## src/rtl/core/assert_macros.svh

```systemverilog
// Assertion macros for the RTL of the text cell parser.
// Depends on nothing; each user provides clk and rst in its scope.
`ifndef ASSERT_MACROS_SVH
`define ASSERT_MACROS_SVH

// Clocked check, disabled while reset is high.
`define ASSERT_CLK(label, prop, msg) \
  label: assert property (@(posedge clk) disable iff (rst) (prop)) else $error(msg);

// Clocked check that also holds during reset.
`define ASSERT_ALWAYS(label, prop, msg) \
  label: assert property (@(posedge clk) (prop)) else $error(msg);

`endif

```

## src/rtl/core/atcp_pkg.sv

```systemverilog
// Types and constants of the text cell parser: request and cell payloads,
// parser mode and field phase codes, character codes. Depends on nothing.
package atcp_pkg;

  // Input request: one text byte
  typedef struct packed {
    logic [7:0] text_byte;
    logic       end_of_text;
  } text_t;

  // Output request: one character cell
  typedef struct packed {
    logic [7:0]  char_code;
    logic        has_color;
    logic [7:0]  red;
    logic [7:0]  green;
    logic [7:0]  blue;
    logic [11:0] row;
    logic [11:0] column;
  } cell_t;

  typedef enum logic [1:0] {
    MODE_NORMAL = 2'd0,
    MODE_ESC    = 2'd1,
    MODE_SEQ    = 2'd2
  } mode_t;

  typedef enum logic [1:0] {
    PH_SKIP   = 2'd0,
    PH_DIGITS = 2'd1,
    PH_DONE   = 2'd2
  } phase_t;

  // Character codes
  localparam logic [7:0] CH_ESC      = 8'h1B;
  localparam logic [7:0] CH_LBRACKET = 8'h5B;
  localparam logic [7:0] CH_M        = 8'h6D;
  localparam logic [7:0] CH_SEMI     = 8'h3B;
  localparam logic [7:0] CH_LF       = 8'h0A;
  localparam logic [7:0] CH_CR       = 8'h0D;
  localparam logic [7:0] CH_TAB      = 8'h09;
  localparam logic [7:0] CH_SPACE    = 8'h20;
  localparam logic [7:0] CH_PLUS     = 8'h2B;
  localparam logic [7:0] CH_MINUS    = 8'h2D;
  localparam logic [7:0] CH_ZERO     = 8'h30;
  localparam logic [7:0] CH_NINE     = 8'h39;

  // Parameter values and limits
  localparam logic signed [12:0] PARAM_FG  = 13'sd38;
  localparam logic signed [12:0] PARAM_RGB = 13'sd2;
  localparam logic signed [12:0] COMP_MAX  = 13'sd255;
  localparam logic [11:0]        MAG_MAX   = 12'd4095;
  localparam int                 COORD_MAX = 4095;
  localparam logic [23:0]        COLOR_WHITE = 24'hFFFFFF;
  localparam logic [2:0]         PARAM_SLOTS = 3'd4;

endpackage

```

## src/rtl/core/ansi_truecolor_text_cell_parser.sv

```systemverilog
// A cell is output the cycle after its byte is taken if no older cell is queued.
// Throughput: one text byte per cycle while cell_ready is high and each byte
// yields at most one cell; two cells from one byte drop text_ready (3-entry queue).
// Reset (rst, synchronous, active high): parser state back to normal text,
// color off (white), row and column 0, queue empty, color_enable set to 1.
// Depends on atcp_pkg and assert_macros.svh.
`include "assert_macros.svh"

module ansi_truecolor_text_cell_parser #(
  parameter int MAX_ROWS    = 4096,
  parameter int MAX_COLUMNS = 4096
) (
  input  logic           clk,
  input  logic           rst,
  input  logic           cfg_valid,
  output logic           cfg_ready,
  input  logic           cfg_color_enable,
  input  logic           text_valid,
  output logic           text_ready,
  input  atcp_pkg::text_t text,
  output logic           cell_valid,
  input  logic           cell_ready,
  output atcp_pkg::cell_t glyph
);

  localparam int ROW_LIM_INT =
    (MAX_ROWS - 1 > atcp_pkg::COORD_MAX) ? atcp_pkg::COORD_MAX : MAX_ROWS - 1;
  localparam int COL_LIM_INT =
    (MAX_COLUMNS - 1 > atcp_pkg::COORD_MAX) ? atcp_pkg::COORD_MAX : MAX_COLUMNS - 1;
  localparam logic [11:0] ROW_LIMIT = 12'(ROW_LIM_INT);
  localparam logic [11:0] COL_LIMIT = 12'(COL_LIM_INT);

  // Parser state
  logic                   color_enable;
  atcp_pkg::mode_t        mode, mode_step, mode_next;
  atcp_pkg::phase_t       phase, phase_next;
  logic                   started, started_next;
  logic                   negative, negative_next;
  logic [11:0]            magnitude, magnitude_next;
  logic signed [12:0]     params [4];
  logic signed [12:0]     params_next [4];
  logic [2:0]             pcount, pcount_next;
  logic                   triple_found, triple_found_next;
  logic [23:0]            found_color, found_color_next;
  logic                   zero_seen, zero_seen_next;
  logic                   color_active, color_active_next;
  logic [23:0]            current_color, current_color_next;
  logic [11:0]            line_index, line_index_next;
  logic [11:0]            column_index, column_index_next;

  // Cells made by the current byte
  atcp_pkg::cell_t        res0, res1;
  logic [1:0]             nres;

  // Cell queue, entry 0 is the output register
  atcp_pkg::cell_t        queue [3];
  atcp_pkg::cell_t        queue_next [3];
  logic [1:0]             count, count_next;

  logic                   accept, pop;
  logic [7:0]             b;
  logic                   is_digit, is_space, is_sign;
  logic [16:0]            mag_calc;
  logic signed [12:0]     pval;

  function automatic logic [7:0] clamp8(input logic signed [12:0] v);
    if (v < 0) return 8'd0;
    if (v > atcp_pkg::COMP_MAX) return 8'hFF;
    return v[7:0];
  endfunction

  function automatic logic [11:0] sat_inc(input logic [11:0] x, input logic [11:0] lim);
    return (x < lim) ? x + 12'd1 : x;
  endfunction

  function automatic atcp_pkg::cell_t make_cell(
    input logic [7:0]  ch,
    input logic        active,
    input logic [23:0] color,
    input logic [11:0] ln,
    input logic [11:0] col
  );
    atcp_pkg::cell_t c;
    c.char_code = ch;
    c.has_color = active;
    c.red       = active ? color[23:16] : 8'd0;
    c.green     = active ? color[15:8]  : 8'd0;
    c.blue      = active ? color[7:0]   : 8'd0;
    c.row       = ln;
    c.column    = col;
    return c;
  endfunction

  // Handshakes
  assign cfg_ready  = 1'b1;
  assign text_ready = (count <= 2'd1);
  assign accept     = text_valid && text_ready;
  assign pop        = cell_valid && cell_ready;

  // Byte classes
  assign b        = text.text_byte;
  assign is_digit = (b >= atcp_pkg::CH_ZERO) && (b <= atcp_pkg::CH_NINE);
  assign is_space = (b == atcp_pkg::CH_SPACE) ||
                    ((b >= atcp_pkg::CH_TAB) && (b <= atcp_pkg::CH_CR));
  assign is_sign  = (b == atcp_pkg::CH_PLUS) || (b == atcp_pkg::CH_MINUS);
  assign mag_calc = ({5'd0, magnitude} << 3) + ({5'd0, magnitude} << 1) +
                    {13'd0, b[3:0]};
  assign pval     = negative ? -$signed({1'b0, magnitude}) : $signed({1'b0, magnitude});

  // Next parser mode
  always_comb begin
    case (mode)
      atcp_pkg::MODE_ESC: begin
        if (b == atcp_pkg::CH_LBRACKET) begin
          mode_step = atcp_pkg::MODE_SEQ;
        end else if (b == atcp_pkg::CH_ESC && color_enable) begin
          mode_step = atcp_pkg::MODE_ESC;
        end else begin
          mode_step = atcp_pkg::MODE_NORMAL;
        end
      end
      atcp_pkg::MODE_SEQ: begin
        mode_step = (b == atcp_pkg::CH_M) ? atcp_pkg::MODE_NORMAL : atcp_pkg::MODE_SEQ;
      end
      default: begin
        mode_step = (b == atcp_pkg::CH_ESC && color_enable) ?
                    atcp_pkg::MODE_ESC : atcp_pkg::MODE_NORMAL;
      end
    endcase
    mode_next = text.end_of_text ? atcp_pkg::MODE_NORMAL : mode_step;
  end

  // Field parsing, color, position and cell generation
  always_comb begin
    logic in_seq, seq_end, seq_semi, do_normal, consumed, seq_clear;
    in_seq    = (mode == atcp_pkg::MODE_SEQ);
    seq_end   = in_seq && (b == atcp_pkg::CH_M);
    seq_semi  = in_seq && (b == atcp_pkg::CH_SEMI);
    do_normal = (mode == atcp_pkg::MODE_ESC) ? (b != atcp_pkg::CH_LBRACKET) : !in_seq;
    consumed  = 1'b0;
    seq_clear = 1'b0;

    phase_next         = phase;
    started_next       = started;
    negative_next      = negative;
    magnitude_next     = magnitude;
    params_next        = params;
    pcount_next        = pcount;
    triple_found_next  = triple_found;
    found_color_next   = found_color;
    zero_seen_next     = zero_seen;
    color_active_next  = color_active;
    current_color_next = current_color;
    line_index_next    = line_index;
    column_index_next  = column_index;
    res0 = '0;
    res1 = '0;
    nres = 2'd0;

    // Pending ESC not followed by '[' becomes a cell; '[' opens a sequence
    if (mode == atcp_pkg::MODE_ESC) begin
      if (b == atcp_pkg::CH_LBRACKET) begin
        seq_clear = 1'b1;
      end else begin
        res0 = make_cell(atcp_pkg::CH_ESC, color_active, current_color,
                         line_index, column_index);
        column_index_next = sat_inc(column_index, COL_LIMIT);
        nres = 2'd1;
      end
    end

    // Normal text byte
    if (do_normal) begin
      if (b == atcp_pkg::CH_LF) begin
        line_index_next   = sat_inc(line_index, ROW_LIMIT);
        column_index_next = '0;
      end else if (b == atcp_pkg::CH_CR) begin
        consumed = 1'b0;
      end else if (!(b == atcp_pkg::CH_ESC && color_enable)) begin
        if (nres == 2'd0) begin
          res0 = make_cell(b, color_active, current_color,
                           line_index_next, column_index_next);
        end else begin
          res1 = make_cell(b, color_active, current_color,
                           line_index_next, column_index_next);
        end
        column_index_next = sat_inc(column_index_next, COL_LIMIT);
        nres = nres + 2'd1;
      end
    end

    // Close the current field and push its value
    if ((seq_end || seq_semi) && started) begin
      if (pval == 13'sd0) zero_seen_next = 1'b1;
      if (pcount >= atcp_pkg::PARAM_SLOTS && !triple_found &&
          params[0] == atcp_pkg::PARAM_FG && params[1] == atcp_pkg::PARAM_RGB) begin
        found_color_next  = {clamp8(params[2]), clamp8(params[3]), clamp8(pval)};
        triple_found_next = 1'b1;
      end
      params_next[0] = params[1];
      params_next[1] = params[2];
      params_next[2] = params[3];
      params_next[3] = pval;
      if (pcount < atcp_pkg::PARAM_SLOTS) pcount_next = pcount + 3'd1;
    end
    if (seq_end || seq_semi) begin
      phase_next     = atcp_pkg::PH_SKIP;
      started_next   = 1'b0;
      negative_next  = 1'b0;
      magnitude_next = '0;
    end

    // Apply the sequence at its final 'm'
    if (seq_end) begin
      if (pcount_next == 3'd0) begin
        color_active_next  = 1'b0;
        current_color_next = atcp_pkg::COLOR_WHITE;
      end else begin
        if (triple_found_next) begin
          current_color_next = found_color_next;
          color_active_next  = 1'b1;
        end
        if (zero_seen_next) begin
          color_active_next  = 1'b0;
          current_color_next = atcp_pkg::COLOR_WHITE;
        end
      end
      seq_clear = 1'b1;
    end

    // Accumulate a field byte
    if (in_seq && !seq_end && !seq_semi) begin
      started_next = 1'b1;
      if (phase == atcp_pkg::PH_SKIP) begin
        if (is_space) begin
          consumed = 1'b1;
        end else if (is_sign) begin
          negative_next = (b == atcp_pkg::CH_MINUS);
          phase_next    = atcp_pkg::PH_DIGITS;
          consumed      = 1'b1;
        end else begin
          phase_next = is_digit ? atcp_pkg::PH_DIGITS : atcp_pkg::PH_DONE;
        end
      end
      if (!consumed && phase_next == atcp_pkg::PH_DIGITS) begin
        if (is_digit) begin
          magnitude_next = (mag_calc > {5'd0, atcp_pkg::MAG_MAX}) ?
                           atcp_pkg::MAG_MAX : mag_calc[11:0];
        end else begin
          phase_next = atcp_pkg::PH_DONE;
        end
      end
    end

    if (seq_clear) begin
      phase_next        = atcp_pkg::PH_SKIP;
      started_next      = 1'b0;
      negative_next     = 1'b0;
      magnitude_next    = '0;
      params_next       = '{default: '0};
      pcount_next       = '0;
      triple_found_next = 1'b0;
      found_color_next  = '0;
      zero_seen_next    = 1'b0;
    end

    // End of text: flush a pending ESC, then drop all state
    if (text.end_of_text) begin
      if (mode_step == atcp_pkg::MODE_ESC) begin
        if (nres == 2'd0) begin
          res0 = make_cell(atcp_pkg::CH_ESC, color_active, current_color,
                           line_index_next, column_index_next);
        end else begin
          res1 = make_cell(atcp_pkg::CH_ESC, color_active, current_color,
                           line_index_next, column_index_next);
        end
        nres = nres + 2'd1;
      end
      phase_next         = atcp_pkg::PH_SKIP;
      started_next       = 1'b0;
      negative_next      = 1'b0;
      magnitude_next     = '0;
      params_next        = '{default: '0};
      pcount_next        = '0;
      triple_found_next  = 1'b0;
      found_color_next   = '0;
      zero_seen_next     = 1'b0;
      color_active_next  = 1'b0;
      current_color_next = atcp_pkg::COLOR_WHITE;
      line_index_next    = '0;
      column_index_next  = '0;
    end
  end

  // Queue: shift out on pop, append new cells behind the remaining ones
  always_comb begin
    logic [1:0] base;
    logic [1:0] nadd;
    base = count - {1'b0, pop};
    nadd = accept ? nres : 2'd0;
    queue_next = queue;
    if (pop) begin
      queue_next[0] = queue[1];
      queue_next[1] = queue[2];
    end
    for (int i = 0; i < 3; i++) begin
      if (nadd != 2'd0 && base == 2'(i)) queue_next[i] = res0;
      if (nadd == 2'd2 && base + 2'd1 == 2'(i)) queue_next[i] = res1;
    end
    count_next = base + nadd;
  end

  // Outputs
  always_comb begin
    cell_valid = (count != 2'd0);
    glyph      = queue[0];
  end

  // Control registers
  always_ff @(posedge clk) begin
    if (rst) begin
      color_enable  <= 1'b1;
      mode          <= atcp_pkg::MODE_NORMAL;
      phase         <= atcp_pkg::PH_SKIP;
      started       <= 1'b0;
      negative      <= 1'b0;
      magnitude     <= '0;
      params        <= '{default: '0};
      pcount        <= '0;
      triple_found  <= 1'b0;
      found_color   <= '0;
      zero_seen     <= 1'b0;
      color_active  <= 1'b0;
      current_color <= atcp_pkg::COLOR_WHITE;
      line_index    <= '0;
      column_index  <= '0;
      count         <= '0;
    end else begin
      if (cfg_valid && cfg_ready) color_enable <= cfg_color_enable;
      if (accept) begin
        mode          <= mode_next;
        phase         <= phase_next;
        started       <= started_next;
        negative      <= negative_next;
        magnitude     <= magnitude_next;
        params        <= params_next;
        pcount        <= pcount_next;
        triple_found  <= triple_found_next;
        found_color   <= found_color_next;
        zero_seen     <= zero_seen_next;
        color_active  <= color_active_next;
        current_color <= current_color_next;
        line_index    <= line_index_next;
        column_index  <= column_index_next;
      end
      count <= count_next;
    end
  end

  // Queue payload
  always_ff @(posedge clk) begin
    queue <= queue_next;
  end

  `ASSERT_CLK(a_eot_clears, (text_valid && text_ready && text.end_of_text) |=> (mode == atcp_pkg::MODE_NORMAL && line_index == 12'd0 && column_index == 12'd0), "end of text did not reset parser")
  `ASSERT_CLK(a_no_growth, !(text_valid && text_ready) |=> (count <= $past(count)), "queue grew without a request")
  `ASSERT_CLK(a_pcount_max, pcount <= atcp_pkg::PARAM_SLOTS, "parameter count out of range")
  `ASSERT_CLK(a_triple_full, !triple_found || pcount == atcp_pkg::PARAM_SLOTS, "color found with fewer than four parameters")
  `ASSERT_CLK(a_no_color_zero, (cell_valid && !glyph.has_color) |-> (glyph.red == 8'd0 && glyph.green == 8'd0 && glyph.blue == 8'd0), "uncolored cell carries color")

endmodule

```

## config.mk

```make
export PLATFORM = sky130hd
export DESIGN_NAME = ansi_truecolor_text_cell_parser
export DESIGN_NICKNAME = d
export VERILOG_FILES = /design/src/rtl/core/atcp_pkg.sv /design/src/rtl/core/ansi_truecolor_text_cell_parser.sv
export VERILOG_INCLUDE_DIRS = /design/src /design/src/rtl/core
export SDC_FILE = /design/constraint.sdc
export NUM_CORES = 1
export LEC_CHECK = 0
export BUFFER_PORTS_ARGS = -buffer_cell sky130_fd_sc_hd__buf_4
export CAP_MARGIN = 20
export CORE_ASPECT_RATIO = 0.7
export CORE_UTILIZATION = 40
export DETAILED_ROUTE_END_ITERATION = 8
export PLACE_DENSITY = 0.61
export SKIP_LAST_GASP = 1
export SYNTH_ARGS = -nofsm -noshare
export SYNTH_HDL_FRONTEND = slang
export SYNTH_SLANG_ARGS = --single-unit
```

## constraint.sdc

```tcl
create_clock -name clk -period 21.8 [get_ports clk]
set_input_delay 3.27 -clock clk [delete_from_list [all_inputs] [get_ports clk]]
set_output_delay 3.27 -clock clk [all_outputs]
set_load 0.01 [all_outputs]
```

Word-level counts from Yosys, hierarchy flattened

Cells that the tools add are included.

$add $sub $neg: 12
Reduce and logical (&&, ||, !) cells: 47
Muxes and demuxes: 155
Magnitude comparators: 17
Equality and inequality tests: 21

Operator list:

| operator              | count |
|---|---|
| $mux 57               | 22 |
| $mux 12               | 20 |
| $mux 24               | 9 |
| $mux 52               | 3 |
| $mux 8                | 15 |
| $mux 114              | 1 |
| $mux 54               | 2 |
| $mux 1                | 56 |
| $mux 2                | 21 |
| $gt 13x9->1 const B   | 3 |
| $lt 13x1->1 const B   | 3 |
| $add 12x1->12 const B | 3 |
| $lt 12x12->1 const B  | 3 |
| $eq 8x6->1 const B    | 4 |
| $logic_and 1x1->1     | 20 |
| $add 16x4->17         | 1 |
| $gt 17x12->1 const B  | 1 |
| $add 15x13->16        | 1 |
| $eq 8x4->1 const B    | 2 |
| $eq 8x7->1 const B    | 2 |
| $eq 13x3->1 const B   | 1 |
| $eq 13x7->1 const B   | 1 |
| $logic_not 13->1      | 1 |
| $mux 13               | 1 |
| other kinds (27)      | 56 |

Bits of input ports: 15
Output and inout port bits: 60
Register bits after elaboration: 322

Longest topological paths before layout

Depth after elaboration: 18
Mapped depth: 20
Mapped depth without buffers: 16

Worst setup path before layout

Ideal clock, no wire load.

Path kind: input-to-reg
Start: input text[6] in the netlist's numbering
End: register queue[0] in the netlist's numbering (enable)
Setup slack: 11696 ps
Path buffers: 2
Setup time: 542 ps
Cell stages on the path: 13
Data arrival time: 9562 ps
Cell sequence: or4b_1 o21ai_1 inv_1 buf_2 buf_1 ha_1 mux2i_1 nor2_1 inv_1 ha_1 or3_1 mux2i_1 nor3_1

Cells in the longest elaborated chain, start to end: 15
Elaborated cells between the ends (all ways): 29
Classes of those cells: add/sub (2); eq/ne (8); mux (14); reduce/logical (5)

RTL lines:

| item                                            | RTL line                                                                       | source |
|---|---|---|
| start, declared                                 | ansi_truecolor_text_cell_parser.sv:20                                          | `input atcp_pkg::text_t text,` |
| $eq 8x7->1                                      | ansi_truecolor_text_cell_parser.sv:114, ansi_truecolor_text_cell_parser.sv:162 |  |
| $mux 1                                          | ansi_truecolor_text_cell_parser.sv:162                                         | `if (b == atcp_pkg::CH_LBRACKET) begin` |
| $mux 1                                          | ansi_truecolor_text_cell_parser.sv:161                                         | `if (mode == atcp_pkg::MODE_ESC) begin` |
| $add 2x1->2                                     | ansi_truecolor_text_cell_parser.sv:188                                         | `nres = nres + 2'd1;` |
| $mux 2                                          | ansi_truecolor_text_cell_parser.sv:179                                         | `end else if (!(b == atcp_pkg::CH_ESC && color_enable)) begin` |
| $mux 2                                          | ansi_truecolor_text_cell_parser.sv:177                                         | `end else if (b == atcp_pkg::CH_CR) begin` |
| $mux 2                                          | ansi_truecolor_text_cell_parser.sv:174                                         | `if (b == atcp_pkg::CH_LF) begin` |
| $mux 2                                          | ansi_truecolor_text_cell_parser.sv:173                                         | `if (do_normal) begin` |
| $add 2x1->2                                     | ansi_truecolor_text_cell_parser.sv:277                                         | `nres = nres + 2'd1;` |
| $mux 2                                          | ansi_truecolor_text_cell_parser.sv:269                                         | `if (mode_step == atcp_pkg::MODE_ESC) begin` |
| $mux 2 *                                        | ansi_truecolor_text_cell_parser.sv:268                                         | `if (text.end_of_text) begin` |
| $mux 2 *                                        | ansi_truecolor_text_cell_parser.sv:300                                         | `nadd = accept ? nres : 2'd0;` |
| $eq 2x2->1 or $reduce_bool 2->1 (tied branches) | ansi_truecolor_text_cell_parser.sv:308, ansi_truecolor_text_cell_parser.sv:307 |  |
| $logic_and 1x1->1, on equally long branches     | ansi_truecolor_text_cell_parser.sv:308, ansi_truecolor_text_cell_parser.sv:307 |  |
| $reduce_bool 2->1 (no line) *                   | n/a                                                                            |  |
| end signal, assigned                            | ansi_truecolor_text_cell_parser.sv:362                                         | `queue <= queue_next;` |
| end, declared                                   | ansi_truecolor_text_cell_parser.sv:56                                          | `atcp_pkg::cell_t queue [3];` |

Mark *: on every way between the ends. The rest lies on a longest branch, timed or not.
A chain may end at the register's enable or synchronous reset.

==> metrics.md <==
| Metric | Value |
|---|---|
| Launching element type of the critical path | input port |
| Routed length per instance | 20.3 µm |
| Fin crit share | 37.7% |
| Area of the mapped netlist | 17000 µm² |
| Count of warnings emitted by yosys | 0 |
| Hold Crit Start | mode[0] |
| CTS sink cnt | ~320 |
| Cell at the slowest stage of the critical path | nand2b_1 |
| Count of state elements after synthesis | 322 |
| Fillers | 3902 |
| Reg-to-reg critical path startpoint | mode[1] |
| Number of synthesized flops with an enable pin | between 150 and 200 |
| Number of hold-repair buffers added at the cts stage | 0 |
| Category of the worst setup path capture point | register |
| Clock network latency to the later pin of the worst-skew pair | 0.53 ns |
| Commonest cells after routing, fill and taps aside | 212 x nor2_1, 171 x edfxtp_1, 151 x dfxtp_1, 114 x a21oi_1, 113 x nand2_1 |
| Pin count of the biggest net entering global routing | 93 |
| Final-layout setup total negative slack | 0 ns |
| Max_slew headroom | 26.5% |
| Top Ports | 75 |
| Number of buffers inserted by post-CTS setup repair | 0 |
| Max Root-Sink Buffers | 3 |
| First drt pass iteration count | 6 |
| Root buf cell | clkbuf_16 |
| Port bufs | 73 |
| Vias | roughly 14k |
| # Max-Cap Violations | 0 |
| Number of core rows | between 60 and 70 |
| Starting density of the core | 41.0% |
| Hold EP | mode[0] |
| Count of mapped cells out of synthesis | 1772 |
| Via-to-Cell Ratio | a little under 6 |
| Average size of a mapped cell | 9.58 µm² |
| Number of global-route vias before repair | 12.4k |
| Max Clk Rate | 0.122 GHz |
| Ordered list of cells on the worst path | buf_4 > or4b_1 > o21ai_1 > buf_4 > inv_1 > ha_1 > mux2i_1 > nor2_1 > inv_1 > ha_1 > or3_1 > mux2i_1 > nand2b_1 > o22ai_2 > and2_1 > a22o_1 |
| Critical Setup Path Class | input port to register |
| Max VDD drop | roughly 0.000068 V |
| Final-report setup violation count | 0 |
| Async set or reset register ratio after synthesis | 0% |
| Required time at the worst-slack endpoint | 22.07 ns |
| Height of the die | 174 µm |
| Most common flop cell mapped by yosys | edfxtp_1 |
| Clock buffer count from CTS | 34 |
| Gates resized, CTS repair | 0 |
| Weighted congestion reported at the end of routability-driven placement | 0.939 |
| Fraction of layout instances using a drive strength above 1 | between 10% and 20% |
| CTS tree | done |
| Class of the worst hold path | register to register |
| Combined global-route utilization of all metal layers | 21.2% |
| Capture instance of the worst register-to-register path | glyph[39] |
| First-pass GRT wire length | 72200 µm |
| H-Tree Level Count | 2 |
| Worst-case register-to-register setup slack | 16.40 ns |
| Share of the yosys chip area belonging to registers | between 40% and 50% |
| Setup repair after global routing missed its margin | false |
| Die area | 43300 µm² |
| R2R cell count | 16 |
| Buffers plus inverters on the worst setup path | 4 |
| Final-report hold violation count | 0 |
| Max incr delay on CP | 0.70 ns |
| Clk pin slew, worst setup/hold paths | ~0.06 ns |
| Commonest non-fill, non-tap cell in the layout | nor2_1 |
| Residual antenna-violating net count after detailed routing | 0 |
| Pleak | 6.79 nW |
| Net count after synthesis | 1824 |
| Routed wire length | between 40000 and 50000 µm |
| Relative area change from synthesis to final layout | 9.91% |
| Transition at the pin with the smallest max-transition slack | 1.10 ns |
| Max-slew violation count | 0 |
| Worst Clk Skew | 0.0158 ns |
| Total design power | 0.00194 W |
| Number of cells after detailed placement | 2229 |
| CP Data Arrival Time | 8.49 ns |
| 1st-iter DRT viols | 1841 |
| DP HPWL | approximately 33000 µm |
| Largest fanout of any net on the critical path | 25 |
| Std-Cell Core Area | a little over 40000 µm² |
| Post-route insts no fill | 2292 |
| Drt drc | 0 |
| # nets final | 1773 |
| P per Cell Area | between 100 and 150 nW/µm² |
| Total grt overflow | 0 |
| Shortest clock period the worst path allows after layout | around 8.2 ns |
| Distinct cells, synth | 82 |
| Cell count of the worst hold path | 2 |
| Number of antenna violations at the first check in global routing | 1 |
| Die width | between 200 and 250 µm |
| Run status | finished clean |
| Kind of cell with the highest combined delay on the critical path | simple AND/OR/NAND/NOR gates |
-- registers in the layout, summed over array words and instances, names as in the netlist, 2 cells and up --
| signal | flops |
|---|---|
| mode | 2 |
| line_index | 12 |
| found_color | 24 |
| current_color | 24 |
| magnitude | 12 |
| phase | 2 |
| count | 2 |
| pcount | 3 |
| queue | 114 |
| glyph | 57 |
| column_index | 12 |
| params | 52 |
-- synthesized netlist by cell type (all sizes together) (12+ instances only) --
library cell	instances	area, µm²
or4	12	97.6
o21ai	84	420
nor4	23	165
nand3	19	95.1
inv	34	128
mux2i	34	340
a22o	75	657
clkbuf	96	362
xnor2	22	193
edfxtp	171	5130
nor3	66	330
nand4	13	81.3
dfxtp	151	3020
buf	88	591
and2	39	244
a21oi	115	579
and3	32	200
a31oi	24	165
a211oi	15	125
nand2	115	432
xor2	14	123
a21o	12	90.1
ha	35	438
a22oi	80	601
nand2b	15	93.8
o211ai	23	173
nor2	213	800
-- cell families (layout without fill, tap and decap cells) --
group,Yosys count,in the layout,synth area share [%]
adders and majority gates,37,37,2.82
other,1,2,0.0221
and+or+nand+nor,603,603,17.5
DFF,322,322,48.1
buffers and inverters,218,193,6.36
muxes,43,43,2.60
AOI/OAI and AO/OA,512,512,20.8
xor gates and xnor gates,36,36,1.86
-- power by group --
part | switching (W) | internal (W) | total (W)
Combinational | 0.000249 | 0.000180 | 0.000429
Clock | 0.000239 | 0.000370 | 0.000609
Sequential | 0.0000475 | 0.000851 | 0.000898
Total | 0.000536 | 0.00140 | 0.00194
-- per-stage QoR --
stage               area, µm²  hold slack [ns]  utilization [%]  worst slack, ns
global placement        17500            0.462             42.2            13.09
floorplan               17000            0.446                -            11.70
detailed placement      17500            0.469             42.2            13.11
CTS                     18700            0.478             45.0            13.65
finish                  18700            0.481             45.0            13.58
global route            18700            0.527             45.0            13.23
-- area by class of cell --
cell class                 instances  area, µm²  share of cell area [%]
antenna                            1       2.50                  0.0134
clock buffer                      48        965                    5.17
clock inverter                    14        213                    1.14
inverter                          34        128                   0.684
multi-input combinational       1232       7780                    41.7
sequential                       322       8160                    43.7
tap                              544        681                    3.65
timing repair buffer              97        732                    3.92
-- per-layer routing --
metal	up-vias	wire, µm	GRT usage (%)
met4	0	676	4.73
met2	633	17600	26.9
met1	6494	23100	34.3
li1	6464	-	-
met5	-	0	0
met3	58	5250	6.22
-- worst min-delay path, delay by kind of cell (launching register included) --
family | cells | cell delay, ns
AOI/OAI and AO/OA | 1 | 0.05
DFF | 1 | 0.33
and+or+nand+nor | 1 | 0.06
-- worst max path at each step --
stage          startpoint   endpoint  depth (start not counted)
6_report          text[3]  glyph[39]                         16
5_1_grt           text[3]  glyph[39]                         16
4_1_cts           text[3]  glyph[39]                         16
3_5_place_dp      text[3]  glyph[39]                         16
3_3_place_gp      text[3]  queue[95]                         16
2_1_floorplan     text[6]   queue[0]                         13
Power figures use the tool's default switching activity.
